==> config.mk <==
export PLATFORM = sky130hd
export DESIGN_NAME = max_heap_priority_queue_unit_flat
export DESIGN_NICKNAME = d
export VERILOG_FILES = /design/src/design/mhpq_pkg.sv /design/src/design/mhpq_req_if.sv /design/src/design/mhpq_rsp_if.sv /design/src/design/mhpq_ctrl.sv /design/src/design/mhpq_dp.sv /design/src/design/max_heap_priority_queue_unit.sv /design/src/flat_wrapper.sv
export SDC_FILE = /design/constraint.sdc
export NUM_CORES = 2
export LEC_CHECK = 0
export ABC_AREA = 1
export BUFFER_PORTS_ARGS = -buffer_cell sky130_fd_sc_hd__buf_4
export CAP_MARGIN = 20
export CORE_MARGIN = 2
export CORE_UTILIZATION = 35
export DETAILED_ROUTE_END_ITERATION = 7
export SYNTH_ARGS = -nofsm -noshare
export SYNTH_HDL_FRONTEND = slang
export SYNTH_SLANG_ARGS = --single-unit
==> constraint.sdc <==
create_clock -name clk -period 10.1 [get_ports clk]
set_input_delay 2.02 -clock clk [delete_from_list [all_inputs] [get_ports clk]]
set_output_delay 2.02 -clock clk [all_outputs]
set_load 0.02 [all_outputs]
==> src/design/mhpq_pkg.sv <==
// shared constants, codes and controller/datapath link types for the max-heap queue
package mhpq_pkg;

    // heap geometry
    localparam int CAPACITY = 64;
    localparam int ADDR_W   = $clog2(CAPACITY);
    localparam int CNT_W    = $clog2(CAPACITY + 1);
    localparam int CHILD_W  = ADDR_W + 2;

    // field widths of the channels
    localparam int VALUE_W  = 32;
    localparam int COUNT_W  = 7;
    localparam int STATUS_W = 2;

    typedef logic signed [VALUE_W-1:0] value_t;

    // operation codes
    localparam logic KIND_PUSH = 1'b0;
    localparam logic KIND_POP  = 1'b1;

    // result status codes
    localparam logic [STATUS_W-1:0] STATUS_OK    = 2'd0;
    localparam logic [STATUS_W-1:0] STATUS_FULL  = 2'd1;
    localparam logic [STATUS_W-1:0] STATUS_EMPTY = 2'd2;

    // commands from the controller to the datapath
    typedef struct packed {
        logic accept_push;
        logic accept_pop;
        logic reject_full;
        logic reject_empty;
        logic load_last;
        logic rd_parent;
        logic rd_children;
        logic wr_cur;
        logic move_up;
        logic move_down;
        logic emit;
    } cmd_t;

    // datapath flags back to the controller
    typedef struct packed {
        logic full;
        logic empty;
        logic at_root;
        logic no_left;
        logic parent_less;
        logic child_greater;
    } sts_t;

endpackage

==> src/design/mhpq_req_if.sv <==
// request channel: operation kind and value
interface mhpq_req_if;
    logic             valid;
    logic             ready;
    logic             kind;
    mhpq_pkg::value_t value;

    modport source (output valid, output kind, output value, input ready);
    modport sink (input valid, input kind, input value, output ready);
endinterface

==> src/design/mhpq_rsp_if.sv <==
// response channel: popped value, new top, count and flags
interface mhpq_rsp_if;
    logic                              valid;
    logic                              ready;
    mhpq_pkg::value_t                  popped_value;
    mhpq_pkg::value_t                  top_value;
    logic [mhpq_pkg::COUNT_W-1:0]      count;
    logic                              is_empty;
    logic                              is_full;
    logic [mhpq_pkg::STATUS_W-1:0]     status;

    modport source (output valid, output popped_value, output top_value, output count,
                    output is_empty, output is_full, output status, input ready);
    modport sink (input valid, input popped_value, input top_value, input count,
                  input is_empty, input is_full, input status, output ready);
endinterface

==> src/design/mhpq_ctrl.sv <==
// sequencer for push sift-up and pop sift-down, plus the response valid flag
module mhpq_ctrl (
    input  logic            clk,
    input  logic            rst_n,
    input  logic            in_valid,
    input  logic            in_kind,
    output logic            in_ready,
    output logic            out_valid,
    input  logic            out_ready,
    input  mhpq_pkg::sts_t  sts,
    output mhpq_pkg::cmd_t  cmd
);

    typedef enum logic [2:0] {
        S_IDLE,
        S_POP_LD,
        S_UP_CHK,
        S_UP_CMP,
        S_DN_CHK,
        S_DN_CMP,
        S_DONE
    } state_t;

    state_t state_reg;
    state_t state_next;
    logic   out_valid_reg;
    logic   out_valid_next;

    assign in_ready  = (state_reg == S_IDLE);
    assign out_valid = out_valid_reg;

    // next state and command decode
    always_comb
    begin
        cmd        = '0;
        state_next = state_reg;
        case (state_reg)
            S_IDLE:
            begin
                if (in_valid)
                begin
                    if (in_kind == mhpq_pkg::KIND_PUSH)
                    begin
                        if (sts.full)
                        begin
                            cmd.reject_full = 1'b1;
                            state_next      = S_DONE;
                        end
                        else
                        begin
                            cmd.accept_push = 1'b1;
                            state_next      = S_UP_CHK;
                        end
                    end
                    else if (sts.empty)
                    begin
                        cmd.reject_empty = 1'b1;
                        state_next       = S_DONE;
                    end
                    else
                    begin
                        cmd.accept_pop = 1'b1;
                        state_next     = S_POP_LD;
                    end
                end
            end
            S_POP_LD:
            begin
                cmd.load_last = 1'b1;
                state_next    = S_DN_CHK;
            end
            S_UP_CHK:
            begin
                if (sts.at_root)
                begin
                    cmd.wr_cur = 1'b1;
                    state_next = S_DONE;
                end
                else
                begin
                    cmd.rd_parent = 1'b1;
                    state_next    = S_UP_CMP;
                end
            end
            S_UP_CMP:
            begin
                if (sts.parent_less)
                begin
                    cmd.move_up = 1'b1;
                    state_next  = S_UP_CHK;
                end
                else
                begin
                    cmd.wr_cur = 1'b1;
                    state_next = S_DONE;
                end
            end
            S_DN_CHK:
            begin
                if (sts.no_left)
                begin
                    cmd.wr_cur = 1'b1;
                    state_next = S_DONE;
                end
                else
                begin
                    cmd.rd_children = 1'b1;
                    state_next      = S_DN_CMP;
                end
            end
            S_DN_CMP:
            begin
                if (sts.child_greater)
                begin
                    cmd.move_down = 1'b1;
                    state_next    = S_DN_CHK;
                end
                else
                begin
                    cmd.wr_cur = 1'b1;
                    state_next = S_DONE;
                end
            end
            S_DONE:
            begin
                if (!out_valid_reg || out_ready)
                begin
                    cmd.emit   = 1'b1;
                    state_next = S_IDLE;
                end
            end
            default:
            begin
                state_next = S_IDLE;
            end
        endcase
    end

    // response valid: set on emit, cleared when the transaction is taken
    always_comb
    begin
        out_valid_next = out_valid_reg;
        if (cmd.emit)
        begin
            out_valid_next = 1'b1;
        end
        else if (out_ready)
        begin
            out_valid_next = 1'b0;
        end
    end

    // state and registered outputs
    always_ff @(posedge clk or negedge rst_n)
    begin
        if (!rst_n)
        begin
            state_reg     <= S_IDLE;
            out_valid_reg <= 1'b0;
        end
        else
        begin
            state_reg     <= state_next;
            out_valid_reg <= out_valid_next;
        end
    end

    // a result is presented right after it is emitted
    a_emit_valid: assert property (@(posedge clk) disable iff (!rst_n)
        cmd.emit |=> out_valid_reg)
        else $error("response not valid after emit");

    // a pending response is never overwritten
    a_no_overwrite: assert property (@(posedge clk) disable iff (!rst_n)
        (out_valid_reg && !out_ready) |-> !cmd.emit)
        else $error("emit while response stalled");

endmodule

==> src/design/mhpq_dp.sv <==
// heap memory, fill count, sift registers and response registers
module mhpq_dp (
    input  logic                            clk,
    input  logic                            rst_n,
    input  mhpq_pkg::value_t                in_value,
    input  mhpq_pkg::cmd_t                  cmd,
    output mhpq_pkg::sts_t                  sts,
    output mhpq_pkg::value_t                popped_value,
    output mhpq_pkg::value_t                top_value,
    output logic [mhpq_pkg::COUNT_W-1:0]    count,
    output logic                            is_empty,
    output logic                            is_full,
    output logic [mhpq_pkg::STATUS_W-1:0]   status
);

    // heap storage
    mhpq_pkg::value_t mem [mhpq_pkg::CAPACITY];
    mhpq_pkg::value_t rdata_a_reg;
    mhpq_pkg::value_t rdata_b_reg;

    // sift state
    logic [mhpq_pkg::CNT_W-1:0]    fill_reg;
    logic [mhpq_pkg::CNT_W-1:0]    fill_next;
    logic [mhpq_pkg::ADDR_W-1:0]   pos_reg;
    logic [mhpq_pkg::ADDR_W-1:0]   pos_next;
    mhpq_pkg::value_t              cur_reg;
    mhpq_pkg::value_t              cur_next;
    mhpq_pkg::value_t              top_reg;
    mhpq_pkg::value_t              top_next;
    mhpq_pkg::value_t              popped_reg;
    mhpq_pkg::value_t              popped_next;
    logic [mhpq_pkg::STATUS_W-1:0] status_reg;
    logic [mhpq_pkg::STATUS_W-1:0] status_next;

    // response registers
    mhpq_pkg::value_t              out_popped_reg;
    mhpq_pkg::value_t              out_top_reg;
    logic [mhpq_pkg::COUNT_W-1:0]  out_count_reg;
    logic                          out_empty_reg;
    logic                          out_full_reg;
    logic [mhpq_pkg::STATUS_W-1:0] out_status_reg;

    // index arithmetic
    logic [mhpq_pkg::CHILD_W-1:0]  left_idx;
    logic [mhpq_pkg::CHILD_W-1:0]  right_idx;
    logic [mhpq_pkg::CHILD_W-1:0]  fill_ext;
    logic [mhpq_pkg::ADDR_W-1:0]   parent_idx;
    logic [mhpq_pkg::CNT_W-1:0]    last_cnt;
    logic                          pick_right;
    mhpq_pkg::value_t              big_val;
    logic [mhpq_pkg::ADDR_W-1:0]   big_idx;

    // memory port controls
    logic                          rd_en_a;
    logic                          rd_en_b;
    logic [mhpq_pkg::ADDR_W-1:0]   rd_addr_a;
    logic [mhpq_pkg::ADDR_W-1:0]   rd_addr_b;
    logic                          wr_en;
    mhpq_pkg::value_t              wr_data;

    // children, parent and last element positions
    assign left_idx   = {1'b0, pos_reg, 1'b1};
    assign right_idx  = left_idx + mhpq_pkg::CHILD_W'(1);
    assign fill_ext   = mhpq_pkg::CHILD_W'(fill_reg);
    assign parent_idx = (pos_reg - mhpq_pkg::ADDR_W'(1)) >> 1;
    assign last_cnt   = fill_reg - mhpq_pkg::CNT_W'(1);

    // larger existing child, left on a tie
    assign pick_right = (right_idx < fill_ext) && (rdata_a_reg < rdata_b_reg);
    assign big_val    = pick_right ? rdata_b_reg : rdata_a_reg;
    assign big_idx    = pick_right ? right_idx[mhpq_pkg::ADDR_W-1:0]
                                   : left_idx[mhpq_pkg::ADDR_W-1:0];

    // flags to the controller
    assign sts.full          = (fill_reg == mhpq_pkg::CNT_W'(mhpq_pkg::CAPACITY));
    assign sts.empty         = (fill_reg == '0);
    assign sts.at_root       = (pos_reg == '0);
    assign sts.no_left       = (left_idx >= fill_ext);
    assign sts.parent_less   = (rdata_a_reg < cur_reg);
    assign sts.child_greater = (cur_reg < big_val);

    // memory port selection
    assign rd_en_a   = cmd.accept_pop || cmd.rd_parent || cmd.rd_children;
    assign rd_en_b   = cmd.rd_children;
    assign rd_addr_a = cmd.accept_pop ? last_cnt[mhpq_pkg::ADDR_W-1:0]
                     : cmd.rd_parent  ? parent_idx
                     : left_idx[mhpq_pkg::ADDR_W-1:0];
    assign rd_addr_b = right_idx[mhpq_pkg::ADDR_W-1:0];
    assign wr_en     = cmd.wr_cur || cmd.move_up || cmd.move_down;
    assign wr_data   = cmd.move_up   ? rdata_a_reg
                     : cmd.move_down ? big_val
                     : cur_reg;

    // heap memory, one write and two registered reads
    always_ff @(posedge clk)
    begin
        if (wr_en)
        begin
            mem[pos_reg] <= wr_data;
        end
        if (rd_en_a)
        begin
            rdata_a_reg <= mem[rd_addr_a];
        end
        if (rd_en_b)
        begin
            rdata_b_reg <= mem[rd_addr_b];
        end
    end

    // next values of the sift registers
    always_comb
    begin
        fill_next   = fill_reg;
        pos_next    = pos_reg;
        cur_next    = cur_reg;
        top_next    = top_reg;
        popped_next = popped_reg;
        status_next = status_reg;
        if (cmd.accept_push)
        begin
            fill_next   = fill_reg + mhpq_pkg::CNT_W'(1);
            pos_next    = fill_reg[mhpq_pkg::ADDR_W-1:0];
            cur_next    = in_value;
            popped_next = '0;
            status_next = mhpq_pkg::STATUS_OK;
        end
        if (cmd.accept_pop)
        begin
            fill_next   = last_cnt;
            popped_next = top_reg;
            status_next = mhpq_pkg::STATUS_OK;
        end
        if (cmd.reject_full)
        begin
            popped_next = '0;
            status_next = mhpq_pkg::STATUS_FULL;
        end
        if (cmd.reject_empty)
        begin
            popped_next = '0;
            status_next = mhpq_pkg::STATUS_EMPTY;
        end
        if (cmd.load_last)
        begin
            cur_next = rdata_a_reg;
            pos_next = '0;
        end
        if (cmd.move_up)
        begin
            pos_next = parent_idx;
        end
        if (cmd.move_down)
        begin
            pos_next = big_idx;
        end
        // root mirror follows every write to slot zero
        if (wr_en && (pos_reg == '0))
        begin
            top_next = wr_data;
        end
    end

    // fill count
    always_ff @(posedge clk or negedge rst_n)
    begin
        if (!rst_n)
        begin
            fill_reg <= '0;
        end
        else
        begin
            fill_reg <= fill_next;
        end
    end

    // sift payload registers
    always_ff @(posedge clk)
    begin
        pos_reg    <= pos_next;
        cur_reg    <= cur_next;
        top_reg    <= top_next;
        popped_reg <= popped_next;
        status_reg <= status_next;
    end

    // response capture
    always_ff @(posedge clk)
    begin
        if (cmd.emit)
        begin
            out_popped_reg <= popped_reg;
            out_top_reg    <= sts.empty ? '0 : top_reg;
            out_count_reg  <= mhpq_pkg::COUNT_W'(fill_reg);
            out_empty_reg  <= sts.empty;
            out_full_reg   <= sts.full;
            out_status_reg <= status_reg;
        end
    end

    assign popped_value = out_popped_reg;
    assign top_value    = out_top_reg;
    assign count        = out_count_reg;
    assign is_empty     = out_empty_reg;
    assign is_full      = out_full_reg;
    assign status       = out_status_reg;

    // fill count stays within capacity
    a_fill_bound: assert property (@(posedge clk) disable iff (!rst_n)
        fill_reg <= mhpq_pkg::CNT_W'(mhpq_pkg::CAPACITY))
        else $error("fill count beyond capacity");

    // rejected operations leave the count alone
    a_reject_hold: assert property (@(posedge clk) disable iff (!rst_n)
        (cmd.reject_full || cmd.reject_empty) |=> $stable(fill_reg))
        else $error("fill count changed on rejected operation");

    // a pop starts only on a non-empty heap and drops the count by one
    a_pop_count: assert property (@(posedge clk) disable iff (!rst_n)
        cmd.accept_pop |=> (fill_reg == $past(fill_reg) - mhpq_pkg::CNT_W'(1)))
        else $error("pop did not decrement fill count");

endmodule

==> src/design/max_heap_priority_queue_unit.sv <==
// Max-heap priority queue of signed 32-bit values, 64 entries in a single memory.
// An error result goes straight to the done state after acceptance; push and pop sift
// level by level through a check state and a compare state, paced by the
// read-then-compare of the heap memory's registered read ports.
// One item is in work at a time; the next is accepted the cycle after a result is emitted.
// Reset clears the fill count and the control state; heap memory contents are not cleared.
module max_heap_priority_queue_unit (
    input  logic        clk,
    input  logic        rst_n,
    mhpq_req_if.sink    req,
    mhpq_rsp_if.source  rsp
);

    mhpq_pkg::cmd_t cmd;
    mhpq_pkg::sts_t sts;

    // sequencer
    mhpq_ctrl u_ctrl (
        .clk       (clk),
        .rst_n     (rst_n),
        .in_valid  (req.valid),
        .in_kind   (req.kind),
        .in_ready  (req.ready),
        .out_valid (rsp.valid),
        .out_ready (rsp.ready),
        .sts       (sts),
        .cmd       (cmd)
    );

    // storage and arithmetic
    mhpq_dp u_dp (
        .clk          (clk),
        .rst_n        (rst_n),
        .in_value     (req.value),
        .cmd          (cmd),
        .sts          (sts),
        .popped_value (rsp.popped_value),
        .top_value    (rsp.top_value),
        .count        (rsp.count),
        .is_empty     (rsp.is_empty),
        .is_full      (rsp.is_full),
        .status       (rsp.status)
    );

endmodule
==> src/flat_wrapper.sv <==
// flat-port wrapper written by rule: the top's interface ports become plain ports
module max_heap_priority_queue_unit_flat 
  (clk, rst_n, req_valid, req_kind, req_value, req_ready, rsp_valid, rsp_popped_value, rsp_top_value, rsp_count, rsp_is_empty, rsp_is_full, rsp_status, rsp_ready);
  mhpq_req_if req_i ();
  mhpq_rsp_if rsp_i ();
  input  logic clk;
  input  logic rst_n;
  input wire logic [$bits(req_i.valid)-1:0] req_valid;
  input wire logic [$bits(req_i.kind)-1:0] req_kind;
  input wire logic [$bits(req_i.value)-1:0] req_value;
  output wire logic [$bits(req_i.ready)-1:0] req_ready;
  output wire logic [$bits(rsp_i.valid)-1:0] rsp_valid;
  output wire logic [$bits(rsp_i.popped_value)-1:0] rsp_popped_value;
  output wire logic [$bits(rsp_i.top_value)-1:0] rsp_top_value;
  output wire logic [$bits(rsp_i.count)-1:0] rsp_count;
  output wire logic [$bits(rsp_i.is_empty)-1:0] rsp_is_empty;
  output wire logic [$bits(rsp_i.is_full)-1:0] rsp_is_full;
  output wire logic [$bits(rsp_i.status)-1:0] rsp_status;
  input wire logic [$bits(rsp_i.ready)-1:0] rsp_ready;
  assign req_i.valid = req_valid;
  assign req_i.kind = req_kind;
  assign req_i.value = req_value;
  assign req_ready = req_i.ready;
  assign rsp_valid = rsp_i.valid;
  assign rsp_popped_value = rsp_i.popped_value;
  assign rsp_top_value = rsp_i.top_value;
  assign rsp_count = rsp_i.count;
  assign rsp_is_empty = rsp_i.is_empty;
  assign rsp_is_full = rsp_i.is_full;
  assign rsp_status = rsp_i.status;
  assign rsp_i.ready = rsp_ready;
  max_heap_priority_queue_unit u_core (.clk(clk), .rst_n(rst_n), .req(req_i), .rsp(rsp_i));
endmodule
==> Implementation_results.wiki <==
{| class="wikitable"
! Metric !! Value
|-
| Final critical delay including setup and external delays || about 8.1 ns
|-
| First-pass GRT wire length || roughly 500 mm
|-
| Slew at the pin closest to its max-slew limit || roughly 1.2 ns
|-
| Worst setup slack after placement || ~2.3 ns
|-
| Launching element of the worst setup path || u_core.u_dp.pos_reg[4]$_DFFE_PP_
|-
| Final WS setup || 1.96 ns
|-
| Total number of clock tree sinks || about 2300
|-
| Number of global-route vias before repair || 71800
|-
| Share of cells above drive strength 1 || just over 9%
|-
| Largest net degree at the start of global routing || ~190
|-
| Setup Crit Path Kind || reg2reg
|-
| Crit-path max FO || 73
|-
| Number of warning messages in the yosys log || 0
|-
| Critical path data arrival time || between 8 and 9 ns
|-
| Post-placement cell count || 12600
|-
| Highest clock rate || between 100 and 150 MHz
|-
| TritonCTS clock tree || done
|-
| Worst slew margin relative to its limit || roughly 17%
|-
| Required time of the worst setup path || between 10 and 15 ns
|-
| R2R setup slack || approximately 2.0 ns
|-
| Register area share after synthesis || between 60% and 70%
|-
| Vias/cell || around 5.8
|-
| DIE WIDTH || ~540 um
|-
| Number of hold violations in the final report || 0
|-
| Count of cell types in the netlist || between 40 and 50
|-
| Register bit total from synthesis || 2302
|-
| Final period utilization || 80.6%
|-
| Synth Instances || 9112
|-
| H-tree level count || 4
|-
| Worst Hold Path EP || u_core.u_dp.popped_value[1]$_DFFE_PP_
|-
| Share of async-settable or async-resettable flops after synthesis || less than 1%
|-
| Die Span Y || about 540 um
|-
| Register ranked first by flip-flop count || u_core.u_dp.mem
|-
| Final net count || just over 9000
|-
| Post-synth top area share || about two thirds
|-
| Hold wc startpoint || u_core.u_dp.popped_reg[1]$_SDFFE_PP0P_
|-
| Area contributors post-synth || sky130_fd_sc_hd__edfxtp_1 (66%), sky130_fd_sc_hd__o21ai_0 (8.2%), sky130_fd_sc_hd__nor2_1 (5.9%)
|-
| Number of setup buffers added after CTS || 0
|-
| Routed wire length || ~340 mm
|-
| Count of flip-flops with a built-in enable after synthesis || ~2300
|-
| Number of rows created at floorplan || just under 200
|-
| Remaining number of nets flagged by the antenna check after routing || 0
|-
| Starting density of the core || around a third
|-
| Routed WL per cell || 25.7 um
|-
| Max_cap viols || 0
|-
| Result of the run || finished, final reports clean
|-
| Final estimated routing congestion in global placement || between 0.9 and 1
|-
| Worst-Skew Late Latency || approximately 0.9 ns
|-
| DRC errors left || 0
|-
| Syn-to-layout area delta || 13.2%
|-
| Setup clock skew after layout || ~0.052 ns
|-
| Core footprint || between 0.2 and 0.3 mm2
|-
| Finish-stage setup viols || 0
|-
| Detailed router's first-iteration violation count || about 12000
|-
| Total of buffers placed on input and output ports || approximately 110
|-
| Class of the most critical hold timing path || reg2reg
|-
| Crit Reg-Reg Startpoint || u_core.u_dp.pos_reg[4]$_DFFE_PP_
|-
| Iteration count of the initial detailed-routing pass || 8
|-
| Hold Worst Slack || 0.429 ns
|-
| Setup crit start kind || flop
|-
| Sort of element at the end of the critical path || flop
|-
| Estimated wirelength of the detail-placed design || 206 mm
|-
| Worst R2R End || u_core.u_dp.mem[29][12]$_DFFE_PP_
|-
| Boundary pin count || 114
|-
| Worst Hold Depth || 0
|-
| Post_cts resized || 0
|-
| Via count || between 70000 and 80000
|-
| Slew Limit Fails || 0
|-
| Depth of the worst register-to-register path || 27
|-
| Die area || ~0.30 mm2
|-
| Setup repair after global routing missed its margin || no
|-
| Max clock buf depth || 3
|-
| Number of clock buffers inserted by TritonCTS || 233
|-
| Final total negative setup slack || 0 ns
|-
| Largest register FFs || approximately 2000
|-
| Syn Nets || 9262
|-
| GRT Residual Overflow || 0
|-
| Cell taking the most area after synthesis || sky130_fd_sc_hd__edfxtp_1
|-
| Mean cell area of the mapped netlist || between 10 and 15 um2
|-
| Commonest register cell after synthesis || sky130_fd_sc_hd__edfxtp_1
|-
| Post-CTS Hold Fix Bufs || 0
|-
| Register clock-pin slew on the reported worst setup and hold paths || about 0.06 ns
|-
| Number of non-filler instances in the completed layout || 13100
|-
| Root buffer cell || sky130_fd_sc_hd__clkbuf_16
|-
| Gr usage total || a little over a fifth
|-
| Number of antenna violations at the first check in global routing || 20
|-
| Mapped Area || 0.102 mm2
|}
final cells by class:
type / count / area (um2)
Timing Repair Buffer: 333 / 2870
Clock buffer: 276 / 6010
Fill cell: 27400 / 175000
Clock inverter: 165 / 1730
Multi-Input combinational cell: 5793 / 30400
Sequential cell: 2302 / 68700
Tap cell: 3900 / 4880
Antenna cell: 3 / 7.51
Inverter: 297 / 1170
worst max path at each step:
| stage | cells after the start | endpoint | slack (ns) |
|---|---|---|---|
| 4_1_cts | 25 | u_core.u_dp.mem[29][12]$_DFFE_PP_ | 2.21 |
| 3_5_place_dp | 25 | u_core.u_dp.mem[29][10]$_DFFE_PP_ | 2.27 |
| 6_report | 27 | u_core.u_dp.mem[29][12]$_DFFE_PP_ | 1.96 |
| 2_1_floorplan | 26 | u_core.u_dp.mem[0][0]$_DFFE_PP_ | 2.52 |
| 5_1_grt | 23 | u_core.u_dp.mem[29][12]$_DFFE_PP_ | 1.72 |
| 3_3_place_gp | 24 | u_core.u_dp.mem[49][6]$_DFFE_PP_ | 2.14 |
cells by family (layout without fill, tap and decap cells):
family	count (synthesis)	count (layout)	synth area share, %
AOI/OAI and AO/OA	3317	3317	18.5
and+or+nand+nor	2350	2350	8.91
xor gates and xnor gates	13	13	0.111
DFF	2302	2302	67.2
buffers and inverters	1017	1071	3.95
other	0	3	0
adders and majority gates	113	113	1.38
metal layers:
layer	vias up	global-route usage, %	part of all wire, %
met5	-	0.503	0.079
met4	10	6.43	2.7
met3	582	6.51	12
met2	4547	32.8	44
met1	37400	30.6	41
li1	33500	-	-
metrics by stage:
step	cell area, um2	util [%]
after detailed placement	108000	37.1
after CTS	116000	39.8
final	116000	39.8
after floorplan	102000	-
after global routing	116000	39.8
after global placement	108000	37.1
synthesized netlist by cell type (all sizes together) (19+ instances only):
library cell and n:
edfxtp 2257, dfxtp 34, o22ai 438, nand2 564, o21ai 1857, ha 113
nor3 19, nor2 1619, o221ai 136, inv 294, o211ai 356, nand3 134
a31oi 38, buf 140, a21oi 445, clkbuf 580, a32oi 32
worst max-delay path, stage by stage (launching register included):
cell                        delay, ns
sky130_fd_sc_hd__edfxtp_1        0.61
sky130_fd_sc_hd__nand2_1         0.14
sky130_fd_sc_hd__nor2_1          0.83
sky130_fd_sc_hd__nand2_1         0.38
sky130_fd_sc_hd__o211ai_1        0.22
sky130_fd_sc_hd__inv_1           0.08
sky130_fd_sc_hd__ha_1            0.29
sky130_fd_sc_hd__inv_1           0.06
sky130_fd_sc_hd__o211ai_1        0.10
sky130_fd_sc_hd__nor2_2          0.25
sky130_fd_sc_hd__nand3_4         0.60
sky130_fd_sc_hd__o21ai_0         0.52
sky130_fd_sc_hd__ha_1            0.31
sky130_fd_sc_hd__nand2_1         0.07
sky130_fd_sc_hd__inv_1           0.06
sky130_fd_sc_hd__nand3_1         0.07
sky130_fd_sc_hd__a31oi_1         0.09
sky130_fd_sc_hd__a2111oi_0       0.33
sky130_fd_sc_hd__nand2_1         0.23
sky130_fd_sc_hd__nand2_2         0.15
sky130_fd_sc_hd__nand2_1         0.08
sky130_fd_sc_hd__nand2_1         0.07
sky130_fd_sc_hd__nand3_1         0.08
sky130_fd_sc_hd__nand3_1         0.14
sky130_fd_sc_hd__nand2_4         0.35
sky130_fd_sc_hd__buf_4           0.47
sky130_fd_sc_hd__a21oi_4         0.72
sky130_fd_sc_hd__buf_4           0.40
layout by cell type (no fill, tap or decap), types with 112 or more instances in the layout:
master | netlist | routed
sky130_fd_sc_hd__a21oi_1 | 416 | 379
sky130_fd_sc_hd__buf_4 | 7 | 299
sky130_fd_sc_hd__clkbuf_16 | 0 | 234
sky130_fd_sc_hd__edfxtp_1 | 2257 | 2257
sky130_fd_sc_hd__ha_1 | 113 | 112
sky130_fd_sc_hd__inv_1 | 278 | 276
sky130_fd_sc_hd__nand2_1 | 560 | 526
sky130_fd_sc_hd__nand3_1 | 132 | 131
sky130_fd_sc_hd__nor2_1 | 1613 | 1611
sky130_fd_sc_hd__o211ai_1 | 356 | 356
sky130_fd_sc_hd__o21ai_0 | 1677 | 1676
sky130_fd_sc_hd__o21ai_1 | 180 | 179
sky130_fd_sc_hd__o221ai_1 | 136 | 136
sky130_fd_sc_hd__o22ai_1 | 438 | 438
Power is not shown: default switching activity piles up to over one toggle a cycle in this logic, so the estimate is an artifact.
